**src/rtl/tnda_pkg.sv**
```systemverilog
// Shared constants and types for the toroidal N-dimensional word store.
`default_nettype none
package tnda_pkg;
    localparam int CELLS    = 4096;
    localparam int ADDR_W   = $clog2(CELLS);
    localparam int MAX_DIMS = 7;
    localparam int DIM_W    = 3;
    localparam int SIZE_W   = 13;
    localparam int WORD_W   = 32;
    localparam int TOT_W    = $clog2(CELLS) + 1;

    // Request type bit positions.
    localparam int REQ_WRITE_BIT = 0;
    localparam int REQ_WRAP_BIT  = 1;

    // Configuration register indexes.
    localparam logic [2:0] REG_NUM_DIMS   = 3'd0;
    localparam logic [2:0] REG_DIM_SIZE_0 = 3'd1;

    typedef logic [MAX_DIMS-1:0][SIZE_W-1:0] size_arr_t;
    typedef logic [MAX_DIMS-1:0][WORD_W-1:0] pos_arr_t;

    // One classified request as it travels from front to back.
    typedef struct packed {
        logic              is_write;
        pos_arr_t          pos;
        logic [WORD_W-1:0] wdata;
    } entry_t;

    // Number of dimensions actually used; zero counts as one.
    function automatic logic [DIM_W-1:0] used_dims(input logic [DIM_W-1:0] n);
        logic [DIM_W-1:0] r;
        r = (n == '0) ? DIM_W'(1) : n;
        if (r > DIM_W'(MAX_DIMS))
        begin
            r = DIM_W'(MAX_DIMS);
        end
        return r;
    endfunction
endpackage
`default_nettype wire

```
**src/rtl/tnda_front.sv**
```systemverilog
// Front end: accepts requests and reduces wrapped indices with a bit-serial modulo unit.
`default_nettype none
module tnda_front (
    input  wire logic                              clk,
    input  wire logic                              rst_n,
    input  wire logic [tnda_pkg::DIM_W-1:0]        num_dims,
    input  wire tnda_pkg::size_arr_t               sizes,
    input  wire logic                              in_valid,
    output logic                                   in_ready,
    input  wire logic [1:0]                        req_type,
    input  wire tnda_pkg::pos_arr_t                index_in,
    input  wire logic [tnda_pkg::WORD_W-1:0]       write_value,
    output logic                                   push_valid,
    input  wire logic                              push_ready,
    output tnda_pkg::entry_t                       push_entry
);
    typedef enum logic [2:0] {
        F_IDLE = 3'b001,
        F_DIV  = 3'b010,
        F_PUSH = 3'b100
    } fstate_t;

    fstate_t                              state_reg, state_next;
    tnda_pkg::entry_t                     entry_reg, entry_next;
    logic [tnda_pkg::DIM_W-1:0]           dim_reg, dim_next;
    logic [4:0]                           cnt_reg, cnt_next;
    logic [tnda_pkg::WORD_W-1:0]          mag_reg, mag_next;
    logic [tnda_pkg::SIZE_W-1:0]          rem_reg, rem_next;
    logic                                 neg_reg, neg_next;
    logic [tnda_pkg::DIM_W-1:0]           last_dim;
    logic [tnda_pkg::SIZE_W-1:0]          dsize;
    logic [tnda_pkg::SIZE_W:0]            trial;
    logic [tnda_pkg::SIZE_W-1:0]          rem_step;
    logic [tnda_pkg::SIZE_W-1:0]          rem_final;
    logic [tnda_pkg::WORD_W-1:0]          next_raw;
    logic [tnda_pkg::DIM_W-1:0]           dim_inc;

    assign last_dim = tnda_pkg::used_dims(num_dims) - tnda_pkg::DIM_W'(1);
    assign dsize    = sizes[dim_reg];
    assign dim_inc  = dim_reg + tnda_pkg::DIM_W'(1);

    // One restoring step of the remainder per cycle.
    always_comb
    begin
        trial = {rem_reg, mag_reg[tnda_pkg::WORD_W-1]};
        if (trial >= {1'b0, dsize})
        begin
            rem_step = tnda_pkg::SIZE_W'(trial - {1'b0, dsize});
        end
        else
        begin
            rem_step = trial[tnda_pkg::SIZE_W-1:0];
        end
        if (dsize == '0)
        begin
            rem_final = '0;
        end
        else if (neg_reg && rem_step != '0)
        begin
            rem_final = dsize - rem_step;
        end
        else
        begin
            rem_final = rem_step;
        end
        next_raw = entry_reg.pos[(dim_reg == tnda_pkg::DIM_W'(tnda_pkg::MAX_DIMS - 1)) ?
                                 dim_reg : dim_inc];
    end

    // Sequencer for accept, modulo and hand-off.
    always_comb
    begin
        state_next = state_reg;
        entry_next = entry_reg;
        dim_next   = dim_reg;
        cnt_next   = cnt_reg;
        mag_next   = mag_reg;
        rem_next   = rem_reg;
        neg_next   = neg_reg;
        in_ready   = (state_reg == F_IDLE);
        push_valid = (state_reg == F_PUSH);
        unique case (state_reg)
            F_IDLE:
            begin
                if (in_valid)
                begin
                    entry_next.is_write = req_type[tnda_pkg::REQ_WRITE_BIT];
                    entry_next.pos      = index_in;
                    entry_next.wdata    = write_value;
                    dim_next            = '0;
                    cnt_next            = '0;
                    rem_next            = '0;
                    neg_next            = index_in[0][tnda_pkg::WORD_W-1];
                    mag_next            = index_in[0][tnda_pkg::WORD_W-1] ?
                                          (~index_in[0] + 1'b1) : index_in[0];
                    state_next = req_type[tnda_pkg::REQ_WRAP_BIT] ? F_DIV : F_PUSH;
                end
            end
            F_DIV:
            begin
                mag_next = {mag_reg[tnda_pkg::WORD_W-2:0], 1'b0};
                rem_next = rem_step;
                cnt_next = cnt_reg + 5'd1;
                if (cnt_reg == 5'd31)
                begin
                    entry_next.pos[dim_reg] = tnda_pkg::WORD_W'(rem_final);
                    cnt_next = '0;
                    rem_next = '0;
                    if (dim_reg == last_dim)
                    begin
                        state_next = F_PUSH;
                    end
                    else
                    begin
                        dim_next = dim_inc;
                        neg_next = next_raw[tnda_pkg::WORD_W-1];
                        mag_next = next_raw[tnda_pkg::WORD_W-1] ? (~next_raw + 1'b1) : next_raw;
                    end
                end
            end
            F_PUSH:
            begin
                if (push_ready)
                begin
                    state_next = F_IDLE;
                end
            end
            default:
            begin
                state_next = F_IDLE;
            end
        endcase
    end

    assign push_entry = entry_reg;

    // Control state.
    always_ff @(posedge clk or negedge rst_n)
    begin
        if (!rst_n)
        begin
            state_reg <= F_IDLE;
            dim_reg   <= '0;
            cnt_reg   <= '0;
        end
        else
        begin
            state_reg <= state_next;
            dim_reg   <= dim_next;
            cnt_reg   <= cnt_next;
        end
    end

    // Payload.
    always_ff @(posedge clk)
    begin
        entry_reg <= entry_next;
        mag_reg   <= mag_next;
        rem_reg   <= rem_next;
        neg_reg   <= neg_next;
    end
endmodule
`default_nettype wire

```
**config.mk**
```make
export PLATFORM = sky130hd
export DESIGN_NAME = tnda_front
export DESIGN_NICKNAME = d
export VERILOG_FILES = /design/src/rtl/tnda_pkg.sv /design/src/rtl/tnda_front.sv
export SDC_FILE = /design/constraint.sdc
export NUM_CORES = 1
export LEC_CHECK = 0
export ABC_AREA = 1
export BUFFER_PORTS_ARGS = -buffer_cell sky130_fd_sc_hd__buf_2
export CORE_AREA = 2 2 239 241
export CTS_CLUSTER_SIZE = 16
export DETAILED_ROUTE_END_ITERATION = 10
export DIE_AREA = 0 0 241 243
export GPL_TIMING_DRIVEN = 0
export PLACE_DENSITY = 0.57
export SLEW_MARGIN = 10
export SYNTH_ARGS = -nofsm -noshare
export SYNTH_HDL_FRONTEND = slang
export SYNTH_SLANG_ARGS = --single-unit
```
**constraint.sdc**
```tcl
create_clock -name clk -period 6.5 [get_ports clk]
set_input_delay 1.3 -clock clk [delete_from_list [all_inputs] [get_ports clk]]
set_output_delay 1.3 -clock clk [all_outputs]
set_load 0.02 [all_outputs]
```
==> key figures <==
GRT
  • Number of global-route vias before repair: roughly 20000
  • Total gr overflow: 0
  • Initial antenna violation count: 10
  • GR Util All Layers: roughly 30%
  • Pin count of the biggest net entering global routing: 34
  • First-pass GRT wire length: 128 mm

Yosys
  • Syn_nets: 2917
  • Cell accounting for the most synthesized area: edfxtp_1
  • Synth async-reset ratio: ~3.5%
  • Number of synthesized flops with an enable pin: roughly 300
  • Mapped Area: approximately 20000 µm²
  • Main area contributors after synthesis: edfxtp_1 (46%), nand2_1 (15%), inv_1 (6.4%), nand3_1 (5.1%), nor2_1 (4.3%)
  • Synth warn: 0
  • Top cells by count, synth: nand2_1 (810), inv_1 (339), edfxtp_1 (303), nor2_1 (226), nand3_1 (200)
  • Synth Instances: roughly 2500
  • Sequential share of the synthesized area: a little under half
  • Mean Syn Cell Area: 7.80 µm²
  • Synth top area share: a little under half
  • Yosys cell types: 61
  • Synthesis-stage register bit count: about 310
  • Top FF cell, synth: edfxtp_1
  • Cell with the most instances after synthesis: nand2_1

Critical path
  • Crit-path slowest cell: a221oi_1
  • Crit Path Category: reg -> reg
  • Top cell by count, worst path: nand2_1
  • Critical R2R Launch: dim_reg[0]
  • Startpoint Class: flip-flop
  • CP max FO: 10
  • Req. time, crit path: between 6000 and 7000 ps
  • Critical Path End Type: flip-flop
  • Max incr delay on CP: around 560 ps
  • Crit path DAT: ~5800 ps
  • CP startpoint: dim_reg[0]

Timing
  • Slew Limit Fails: 0
  • Relative slew slack: 10.6%
  • Setup TNS: 0 ps
  • Slew @ Worst Pin: roughly 1300 ps
  • Period utilization: ~84%
  • Min Tclk post-route: about 5400 ps
  • Fmax: 0.184 GHz
  • Clk_skew: approximately 50 ps
  • RSZ-0062 raised after global routing: false
  • Final setup viols: 0
  • Final hold slack: between 500 and 600 ps
  • Hold Violations, Final: 0

Flow run
  • MaxCap Viol Count: 0

Power and ir drop
  • Register share of total power: around 16%
  • Cell internal pwr: ~7.4 mW
  • Sw power: just under 10 mW
  • Total power: around 17 mW
  • PwrDens: ~670 nW/µm²
  • Switching portion of total power: around 57%
  • Comb power frac: a little over two thirds
  • Maximum VDD drop: approximately 360 µV
  • Clock Power Share: between 10% and 20%
  • Leakage: around 12 nW

Placed design
  • DP Wirelength: between 70 and 80 mm
  • Placed instance count: between 3000 and 4000
  • GP Congestion: between 0.9 and 1
  • Input/output buffers: ~610

Cells and area
  • Max reg flops: around 260
  • Finished Layout Cells: about 4000
  • Layout cells sized above 1: between 20% and 30%
  • Area Overhead vs Synth: 28.7%
  • # nets final: roughly 3600

Drt
  • Vias per inst: 5.28
  • Final ANT Viol Nets: 0
  • DR iter-0 viols: approximately 2200
  • DR WL/cell: ~23 µm
  • Vias: 21100
  • Top Metal Used: met4
  • First-pass DRT Iterations: 6
  • DR WL met3: 8.80 mm
  • Metal2 WL: 42.5 mm
  • M1 WL: 35.9 mm
  • DRC violations left: 0
  • Total detailed-routing wirelength: about 90 mm

Clock tree
  • Num CTS Buffers: 40
  • Hold_buf cts: 0
  • Worst-path clk slew: 60 ps
  • Clk_lat worst skew: roughly 600 ps
  • Clock root cell: clkbuf_16
  • CTS tree: yes
  • Clk buf depth: 3
  • # clock sinks: between 300 and 400
  • Cts repair resizes: 0
  • CTS HTree Levels: 2
  • Setup bufs post-CTS: 0

Floorplan
  • Io pins: about 600
  • Die width: about 240 µm
  • Initial core utilization: about a third
  • Die H: 243 µm
  • # rows: 87
  • Core area: 56000 µm²
  • Die area: 58600 µm²

Outcome
  • Status: completed

Min path
  • Min-Delay Path Class: reg -> reg
  • Hold path startpoint: cnt_reg[4]
==> cell type report <==
type	count	area [µm²]
Buffer	103	574
Fill cell	5728	30500
Inverter	363	1370
Timing Repair Buffer	622	3280
Sequential cell	314	9380
Clock buffer	48	1050
Antenna cell	9	22.5
Multi-Input combinational cell	1754	8510
Tap cell	756	946
Clock inverter	23	304
==> stage by stage <==
| stage | cell area (µm²) | util [%] | worst slack [ps] |
|---|---|---|---|
| after floorplan | 19800 | - | 1380 |
| after detailed placement | 24100 | 43.0 | 860 |
| after CTS | 25400 | 45.4 | 1190 |
| after global routing | 25400 | 45.4 | 824 |
| final | 25400 | 45.5 | 1050 |
| after global placement | 23800 | 42.5 | -822 |
==> per-layer routing <==
layer	global-route usage [%]	up-vias
met5	0	-
met4	10.1	0
met3	5.70	185
met2	48.1	1163
met1	39.3	10100
li1	-	9634
==> worst paths after layout <==
check	endpoint	slack (ps)	depth (start not counted)
worst max-delay path	push_entry[69]	1050	30
worst min-delay path	cnt_reg[4]	510	1
worst max register to register	push_entry[69]	1050	30
worst min register to register	cnt_reg[4]	510	1
max in group asynchronous	state_reg[0]	5630	1
min in group asynchronous	state_reg[2]	600	1
==> logic make-up (layout without fill, tap and decap cells) <==
| family | Yosys count | after routing | synth area share [%] |
|---|---|---|---|
| simple gates | 1339 | 1339 | 29.0 |
| buf+inv | 466 | 1159 | 9.81 |
| compound gates | 360 | 360 | 10.7 |
| flops | 314 | 314 | 47.4 |
| xor+xnor | 28 | 28 | 1.24 |
| fa+ha+maj | 27 | 27 | 1.79 |
| other cells | 0 | 9 | 0 |
==> placed cells by master (no fill, tap or decap), types with 7 or more instances in the layout <==
cell type / n
nand3b_1: 8
a22o_1: 10
dfrtp_1: 10
nand3_2: 13
inv_2: 25
ha_1: 25
buf_4: 15
diode_2: 9
xnor2_1: 14
inv_1: 336
nand2_2: 10
nand4_1: 19
nand3_1: 200
or2_2: 8
o211ai_1: 30
nand2_1: 810
nor2_1: 225
edfxtp_1: 303
nor3_1: 14
o21ai_2: 19
clkbuf_1: 52
nor2_2: 7
clkbuf_16: 41
xor2_1: 14
buf_6: 13
o21ai_0: 120
buf_2: 641
o21ai_1: 68
a21oi_1: 65
==> power by group through the flow <==
stage	clock network [mW]	registers, mW	logic [mW]
floorplan	0	2.83	7.71
global placement	0	2.82	11.4
detailed placement	0	2.82	11.5
CTS	2.36	2.78	11.6
global route	2.44	2.80	12.8
finish	2.35	2.78	11.9
==> worst max-delay path: cells and delay by family (launching register included) <==
kind,cells,cell delay (ps)
DFF,1,360
adders and majority gates,2,580
xor gates and xnor gates,1,280
buffers and inverters,8,1260
AOI/OAI and AO/OA,1,560
and+or+nand+nor,18,2130
Power figures use the tool's default switching activity.
