$ cat config.mk
export PLATFORM = sky130hd
export DESIGN_NAME = tnda_queue
export DESIGN_NICKNAME = d
export VERILOG_FILES = /design/src/rtl/tnda_pkg.sv /design/src/rtl/tnda_queue.sv
export SDC_FILE = /design/constraint.sdc
export NUM_CORES = 1
export LEC_CHECK = 0
export ABC_AREA = 1
export ABC_CLOCK_PERIOD_IN_PS = 31100
export BUFFER_PORTS_ARGS = -buffer_cell sky130_fd_sc_hd__buf_2
export CAP_MARGIN = 5
export CORE_AREA = 2 2 279 281
export DETAILED_ROUTE_END_ITERATION = 6
export DIE_AREA = 0 0 281 283
export SLEW_MARGIN = 20
export SYNTH_ARGS = -nofsm -noshare
export SYNTH_HDL_FRONTEND = slang
export SYNTH_SLANG_ARGS = --single-unit
$ cat constraint.sdc
create_clock -name clk -period 31.1 [get_ports clk]
set_input_delay 4.665 -clock clk [delete_from_list [all_inputs] [get_ports clk]]
set_output_delay 4.665 -clock clk [all_outputs]
set_load 0.02 [all_outputs]
$ cat src/rtl/tnda_pkg.sv
// Shared constants and types for the toroidal N-dimensional word store.
`default_nettype none
package tnda_pkg;
    localparam int CELLS    = 4096;
    localparam int ADDR_W   = $clog2(CELLS);
    localparam int MAX_DIMS = 7;
    localparam int DIM_W    = 3;
    localparam int SIZE_W   = 13;
    localparam int WORD_W   = 32;
    localparam int TOT_W    = $clog2(CELLS) + 1;

    // Request type bit positions.
    localparam int REQ_WRITE_BIT = 0;
    localparam int REQ_WRAP_BIT  = 1;

    // Configuration register indexes.
    localparam logic [2:0] REG_NUM_DIMS   = 3'd0;
    localparam logic [2:0] REG_DIM_SIZE_0 = 3'd1;

    typedef logic [MAX_DIMS-1:0][SIZE_W-1:0] size_arr_t;
    typedef logic [MAX_DIMS-1:0][WORD_W-1:0] pos_arr_t;

    // One classified request as it travels from front to back.
    typedef struct packed {
        logic              is_write;
        pos_arr_t          pos;
        logic [WORD_W-1:0] wdata;
    } entry_t;

    // Number of dimensions actually used; zero counts as one.
    function automatic logic [DIM_W-1:0] used_dims(input logic [DIM_W-1:0] n);
        logic [DIM_W-1:0] r;
        r = (n == '0) ? DIM_W'(1) : n;
        if (r > DIM_W'(MAX_DIMS))
        begin
            r = DIM_W'(MAX_DIMS);
        end
        return r;
    endfunction
endpackage
`default_nettype wire

$ cat src/rtl/tnda_queue.sv
// Two-entry queue that decouples the front end from the back end.
`default_nettype none
module tnda_queue (
    input  wire logic             clk,
    input  wire logic             rst_n,
    input  wire logic             push_valid,
    output logic                  push_ready,
    input  wire tnda_pkg::entry_t push_entry,
    output logic                  pop_valid,
    input  wire logic             pop_ready,
    output tnda_pkg::entry_t      pop_entry
);
    tnda_pkg::entry_t slot_reg [2];
    logic             wr_ptr_reg, wr_ptr_next;
    logic             rd_ptr_reg, rd_ptr_next;
    logic [1:0]       count_reg, count_next;
    logic             do_push, do_pop;

    assign push_ready = (count_reg != 2'd2);
    assign pop_valid  = (count_reg != 2'd0);
    assign pop_entry  = slot_reg[rd_ptr_reg];
    assign do_push    = push_valid && push_ready;
    assign do_pop     = pop_valid && pop_ready;

    // Pointer and fill tracking.
    always_comb
    begin
        wr_ptr_next = do_push ? ~wr_ptr_reg : wr_ptr_reg;
        rd_ptr_next = do_pop ? ~rd_ptr_reg : rd_ptr_reg;
        count_next  = count_reg + {1'b0, do_push} - {1'b0, do_pop};
    end

    always_ff @(posedge clk or negedge rst_n)
    begin
        if (!rst_n)
        begin
            wr_ptr_reg <= 1'b0;
            rd_ptr_reg <= 1'b0;
            count_reg  <= 2'd0;
        end
        else
        begin
            wr_ptr_reg <= wr_ptr_next;
            rd_ptr_reg <= rd_ptr_next;
            count_reg  <= count_next;
        end
    end

    // Entry storage.
    always_ff @(posedge clk)
    begin
        if (do_push)
        begin
            slot_reg[wr_ptr_reg] <= push_entry;
        end
    end
endmodule
`default_nettype wire

==> results of run 1 <==
## where the power goes
part	leakage [nW]	switching, W	total [W]	internal (W)
logic	4.51	0.000628	0.000843	0.000215
registers	4.83	0.0000445	0.000999	0.000954
clock network	0.835	0.000267	0.000624	0.000357
total	10.2	0.000939	0.00247	0.00153
## area by class of cell
cell class / instances / area, um2
Antenna cell: 4 / 10.0
Sequential cell: 518 / 15500
Tap cell: 1040 / 1300
Fill cell: 7680 / 52400
Inverter: 9 / 48.8
Timing Repair Buffer: 530 / 2680
Multi-Input combinational cell: 790 / 2990
Clock inverter: 33 / 285
Clock buffer: 69 / 1450
## cells by family after synthesis
group	after synthesis	synth area share, %
buffers and inverters	66	2.32
AND/OR/NAND/NOR	788	15.6
flip-flops	518	81.9
adder cells (fa/ha/maj)	2	0.132
## routing by layer
| layer | vias to the layer above | wire length (um) | GRT usage [%] |
|---|---|---|---|
| met5 | - | 86 | 0 |
| met4 | 12 | 1270 | 3.84 |
| met3 | 97 | 4280 | 4.17 |
| met2 | 393 | 23100 | 19.5 |
| met1 | 5607 | 18100 | 12.4 |
| li1 | 5718 | - | - |
## metrics by stage
stage | cells | cell area (um2) | utilization (%) | hold slack (ps)
finish | 2993 | 24300 | 31.7 | 488
global route | 2993 | 24300 | 31.7 | 506
CTS | 2989 | 24300 | 31.7 | 485
detailed placement | 2887 | 22600 | 29.4 | 471
global placement | 2887 | 22600 | 29.4 | 486
floorplan | 1374 | 19000 | - | 442
## cells in the mapped netlist, drive strengths merged
library cell	n
nand3	3
nand2	784
nor2	1
clkbuf	2
dfrtp	4
buf	55
edfxtp	514
inv	9
ha	2
## worst reg2reg max path: cells and delay by family (launching register included)
| kind | cells | cell delay, ps |
|---|---|---|
| simple gates | 3 | 550 |
| buf+inv | 3 | 2360 |
| flops | 1 | 400 |
## how the worst max path moves through the flow
stage / from / endpoint / slack, ps / depth (start not counted)
after floorplan: push_valid / slot_reg[1][0]$_DFFE_PP_ / 14820 / 2
after global placement: push_valid / slot_reg[1][88]$_DFFE_PP_ / 23120 / 6
after detailed placement: push_valid / slot_reg[1][136]$_DFFE_PP_ / 23060 / 6
after CTS: rd_ptr_reg$_DFFE_PN0P_ / pop_entry[241] / 23020 / 5
after global routing: rd_ptr_reg$_DFFE_PN0P_ / pop_entry[65] / 22900 / 5
final: rd_ptr_reg$_DFFE_PN0P_ / pop_entry[241] / 23130 / 5
==> run metrics, run 1 <==
post-route fraction of the period consumed by the critical path about a quarter; launch point of the worst reg-to-reg path count_reg[1]$_DFF_PN0_; leading cell types in the layout, fill and taps excluded 784 x sky130_fd_sc_hd__nand2_1, 519 x sky130_fd_sc_hd__buf_2, 514 x sky130_fd_sc_hd__edfxtp_1; routed via count 11827; Post-CTS Hold Buffers 0; category of cells accounting for the largest share of critical-path delay buffers and inverters; mean number of vias per cell between 3 and 4; register clock-pin slew on the reported worst setup and hold paths 60 ps; Worst R2R Path Depth 6; fraction of the yosys area taken by sequential cells 81.9%; Avg Synthesized Cell Area between 10 and 15 um2; share of post-route cells with drive strength above 1 between 30% and 40%; crit-path most repeated cell sky130_fd_sc_hd__nand2_1; count of routing violations after the opening detailed-route iteration roughly 630; chip width 281 um; #FFs+latches synth 518; DRC viols 0; Row Count ~100; DIE AREA just under 80000 um2; TritonCTS buffer count 56; total global routing overflow 0; RSZ-0062 raised after global routing no; end of the worst register-to-register path slot_reg[1][82]$_DFFE_PP_; vias in the first global route ~12000; die height 283 um; DRT antenna net count 0; detailed-routing iteration count for the pre-antenna-repair pass 5; total routing resource utilization after global routing approximately 11%; CTS sink cnt 518; worst slack at placement roughly 23000 ps; Crit. End Element output pin; number of distinct library cells after synthesis 12; Hold Vio Cnt, Final 0; pin count of the biggest net entering global routing about 120; nets@finish 2168; max-slew violation count 0; CTS H-tree depth 2; number of antenna violations at the first check in global routing 11; clock tree from TritonCTS done; cell accounting for the most synthesized area sky130_fd_sc_hd__edfxtp_1; total power of the final layout around 0.0025 W; Area contributors post-synth sky130_fd_sc_hd__edfxtp_1 81%, sky130_fd_sc_hd__nand2_1 16%, sky130_fd_sc_hd__buf_6 0.77%, sky130_fd_sc_hd__buf_2 0.69%, sky130_fd_sc_hd__buf_4 0.63%; gp weighted congestion roughly 0.79; first-pass GRT wire length slightly below 70000 um; buffer cell driving the clock tree root sky130_fd_sc_hd__clkbuf_16; data arrival time of the worst path about 3300 ps; count of max-cap constraint violations 0; power density over cell area roughly 100 nW/um2; sum of routed wire length over all layers roughly 47000 um; core footprint 76700 um2; post-CTS setup buffers 0; detailed placement HPWL 30600 um; worst hold path endpoint wr_ptr_reg$_DFFE_PN0N_; worst hold path class reg -> reg; cell chain of the critical path inv_8 > buf_4 > nand2_1 > nand2_1 > buf_2; clock network latency to the later pin of the worst-skew pair roughly 600 ps; hold wc startpoint wr_ptr_reg$_DFFE_PN0N_; Area growth syn-to-layout 28.2%; IO Port Bufs 519; WL/cell between 15 and 20 um; Post-Syn Nets ~1600; max FFs per register roughly 510; type of origin of the critical path flop; cell with the largest stage delay on the worst path sky130_fd_sc_hd__buf_4; slack of the worst reg-to-reg path 27310 ps; final setup skew 12.5 ps; maximum net fanout on the critical path 97; time the final worst path needs with I/O delays and setup between 7000 and 8000 ps; most common library cell in the layout ignoring fill and taps sky130_fd_sc_hd__nand2_1; final count of negative-setup-slack endpoints 0; headroom to the max-slew limit between 20% and 30%; Worst VDD drop 0.000114 V; Data required, critical path roughly 26000 ps; initial core utilization approximately a quarter; Critical path buffers and inverters 3; critical setup path kind reg -> out; Synth warnings 0; area of the mapped netlist 19000 um2; run status finished, final reports clean; worst hold stages 2; Post-Syn Instances 1374; summed negative setup slack over all endpoints 0 ps; Max Buffers Root-to-Sink 3; delay contributed by the slowest stage of the critical path ~800 ps; top cell type's share of synthesized area 81.4%; Slew @ Worst Pin between 1000 and 1500 ps; smallest setup slack after layout approximately 23000 ps; total leakage power around 10 nW; Post-CTS Resized 0; ports placed on the boundary 520; Fmax roughly 130 MHz
No activity file was read; power rests on OpenSTA's default activity.
==> run 2, diff against run 1 <==
- ABC_AREA: 1 -> 0
- ABC_CLOCK_PERIOD_IN_PS: 31100 -> 8000
- CORE_AREA: 2 2 279 281 -> 2 2 283 285
- DIE_AREA: 0 0 281 283 -> 0 0 285 287
- clock period: 31.1 -> 8 ns (I/O delays scaled with it)
==> run metrics, run 2 <==
run status finished, final reports clean; summed negative setup slack over all endpoints 0 ps (unchanged); cell chain of the critical path buf_12 > mux2_2 > buf_2; total met2 wirelength after detailed routing 21300 um (-7.8%); total non-filler cell area in the finished layout 25200 um2 (+3.6%); end of the worst register-to-register path slot_reg[1][60]$_DFFE_PP_; detailed-routing iteration count for the pre-antenna-repair pass 4 (-1); top cell type's share of synthesized area 78.8% (-2.6 points); Post-CTS Hold Buffers 0 (unchanged); final setup skew 17.8 ps (+5.22 ps); worst hold path class in -> async; Max Buffers Root-to-Sink 3 (unchanged); TritonCTS buffer count 57 (+1.8%); nets@finish 1637 (-24%); smallest setup slack after layout 3720 ps (-19410 ps); ports placed on the boundary 520 (unchanged); Fill cells 7641 (-0.51%); Row Count 103 (+0.98%); CTS H-tree depth 2 (unchanged); cell accounting for the most synthesized area sky130_fd_sc_hd__edfxtp_1; category of cells accounting for the largest share of critical-path delay flip-flops; post-route fraction of the period consumed by the critical path 53.5%; detailed placement HPWL 28600 um (-6.4%); number of distinct library cells after synthesis 17 (+5); total leakage power 9.74 nW (-4.3%); launch point of the worst reg-to-reg path count_reg[1]$_DFF_PN0_; vias in the first global route 10555 (-12%); total routing resource utilization after global routing 9.92% (-1.3 points); Worst VDD drop 0.000334 V (+190%); #FFs+latches synth 518 (unchanged); clock tree from TritonCTS done; Area contributors post-synth sky130_fd_sc_hd__edfxtp_1 79%, sky130_fd_sc_hd__mux2_4 15%, sky130_fd_sc_hd__mux2_2 3.2%, sky130_fd_sc_hd__buf_6 1.4%, sky130_fd_sc_hd__dfrtp_1 0.51%; count of routing violations after the opening detailed-route iteration 386 (-39%); Post-CTS Resized 0 (unchanged); number of antenna violations at the first check in global routing 7 (-4); initial core utilization 24.9% (+0.20 points); data arrival time of the worst path 3080 ps (-220 ps); maximum net fanout on the critical path 112 (+15%); CTS sink cnt 518 (unchanged); metal1 wirelength 16000 um (-11%); routed via count 9600 (-19%); Worst R2R Path Depth 3 (-3); clock network latency to the later pin of the worst-skew pair 600 ps (about the same); fraction of the yosys area taken by sequential cells 79.3% (-2.6 points); most common library cell in the layout ignoring fill and taps sky130_fd_sc_hd__buf_2; sum of routed wire length over all layers 42500 um (-9.1%); critical setup path kind reg -> out; Data required, critical path 6800 ps (-19640 ps); most common cell in the netlist sky130_fd_sc_hd__edfxtp_1; buffer cell driving the clock tree root sky130_fd_sc_hd__clkbuf_16; gp weighted congestion 0.820 (+3.8%); IO Port Bufs 519 (unchanged); total global routing overflow 0 (unchanged); die height 287 um (+1.4%); total cell area at the placement stage 23300 um2 (+3.5%); Avg Synthesized Cell Area 24.0 um2 (+74%); max-slew violation count 0 (unchanged); final count of negative-setup-slack endpoints 0 (unchanged); Post-Syn Nets 1080 (-34%); area of the mapped netlist 19600 um2 (+3.3%); first-pass GRT wire length 62400 um (-9.6%); pin count of the biggest net entering global routing 133 (+9.0%); delay contributed by the slowest stage of the critical path 970 ps (+150 ps); proportion of register bits with asynchronous set or reset after synthesis 0.772% (unchanged); Crit. End Element output pin; Fmax 234 MHz; worst slack at placement 4400 ps (-18660 ps); chip width 285 um (+1.4%); flip-flop cell with the highest count after synthesis sky130_fd_sc_hd__edfxtp_1; Antenna Diode Count 0 (-4); count of max-cap constraint violations 0 (unchanged); max FFs per register 514 (unchanged); DRC viols 0 (unchanged); most frequent cells after synthesis 514 x sky130_fd_sc_hd__edfxtp_1, 201 x sky130_fd_sc_hd__mux2_4, 56 x sky130_fd_sc_hd__mux2_2, 24 x sky130_fd_sc_hd__buf_6, 4 x sky130_fd_sc_hd__dfrtp_1; Area growth syn-to-layout 28.6%; mean number of vias per cell 3.89 (-1.7%); time the final worst path needs with I/O delays and setup ~4300 ps; DRT antenna net count 0 (unchanged); Synth warnings 0 (unchanged); Slew @ Worst Pin 1150 ps (+64.6 ps); Hold Vio Cnt, Final 0 (unchanged); type of origin of the critical path flop; number of enable-type register cells in the synthesized netlist 514 (unchanged); headroom to the max-slew limit 23.1% (-4.3 points); core footprint 78600 um2 (+2.5%); RSZ-0062 raised after global routing no; Critical path buffers and inverters 2 (-1); cell with the largest stage delay on the worst path sky130_fd_sc_hd__dfrtp_4; DIE AREA 81800 um2 (+2.9%); register clock-pin slew on the reported worst setup and hold paths 60 ps (about the same); highest metal layer used by the detailed router met5; power density over cell area 389 nW/um2 (+280%); post-CTS setup buffers 0 (unchanged); slack of the worst reg-to-reg path 5440 ps (-21870 ps); leading cell types in the layout, fill and taps excluded 519 x sky130_fd_sc_hd__buf_2, 514 x sky130_fd_sc_hd__edfxtp_1, 201 x sky130_fd_sc_hd__mux2_4; share of post-route cells with drive strength above 1 61.3% (+30 points); sum of met3 wire segment lengths after detailed routing 4140 um (-3.2%); Post-Syn Instances 817 (-41%); WL/cell 17.2 um (+10%)
-- run 2: cells by family after synthesis --
family                   Yosys count  share of synthesized area, %
multiplexers                     257                          18.6
adder cells (fa/ha/maj)            2                         0.128
buffers and inverters             30                          1.63
XOR/XNOR                           4                         0.179
flip-flops                       518                          79.3
AND/OR/NAND/NOR                    6                         0.166
-- run 2: layer usage --
layer | GRT usage [%] | vias to the layer above
li1 | - | 4394
met1 | 11.0 | 4733
met2 | 17.2 | 380
met3 | 4.19 | 81
met4 | 3.19 | 12
met5 | 0 | -
-- run 2: per-stage QoR --
| stage | utilization, % | hold slack, ps | cells | power, W |
|---|---|---|---|---|
| final | 32.0 | 409 | 2471 | 0.00981 |
| after global routing | 32.0 | 369 | 2471 | 0.0103 |
| after CTS | 32.0 | 357 | 2471 | 0.00997 |
| after detailed placement | 29.7 | 520 | 2365 | 0.00737 |
| after global placement | 29.7 | 495 | 2364 | 0.00731 |
| after floorplan | - | 483 | 817 | 0.00651 |
-- run 2: worst max path at each step --
stage / from / endpoint / slack, ps / depth (start not counted)
after floorplan: push_valid / slot_reg[1][0]$_DFFE_PP_ / 270 / 1
after global placement: rd_ptr_reg$_DFFE_PN0P_ / pop_entry[15] / 4420 / 3
after detailed placement: rd_ptr_reg$_DFFE_PN0P_ / pop_entry[237] / 4400 / 3
after CTS: rd_ptr_reg$_DFFE_PN0P_ / pop_entry[15] / 3740 / 3
after global routing: rd_ptr_reg$_DFFE_PN0P_ / pop_entry[0] / 3620 / 3
final: rd_ptr_reg$_DFFE_PN0P_ / pop_entry[15] / 3720 / 3
-- run 2: final cells by class --
cell class / count / area (um2) / share of cell area, %
repair buffers: 527 / 2740 / 10.9
clock buffers: 75 / 1580 / 6.26
flip-flops and latches: 518 / 15500 / 61.7
inverters: 1 / 3.75 / 0.0149
multi-input cells: 269 / 3750 / 14.9
well taps: 1050 / 1310 / 5.22
clock inverters: 31 / 264 / 1.05
-- run 2: power by group --
group          switching (W)  total (W)  internal, W
combinational        0.00192    0.00335      0.00143
clock                0.00104    0.00255      0.00151
sequential          0.000191    0.00391      0.00372
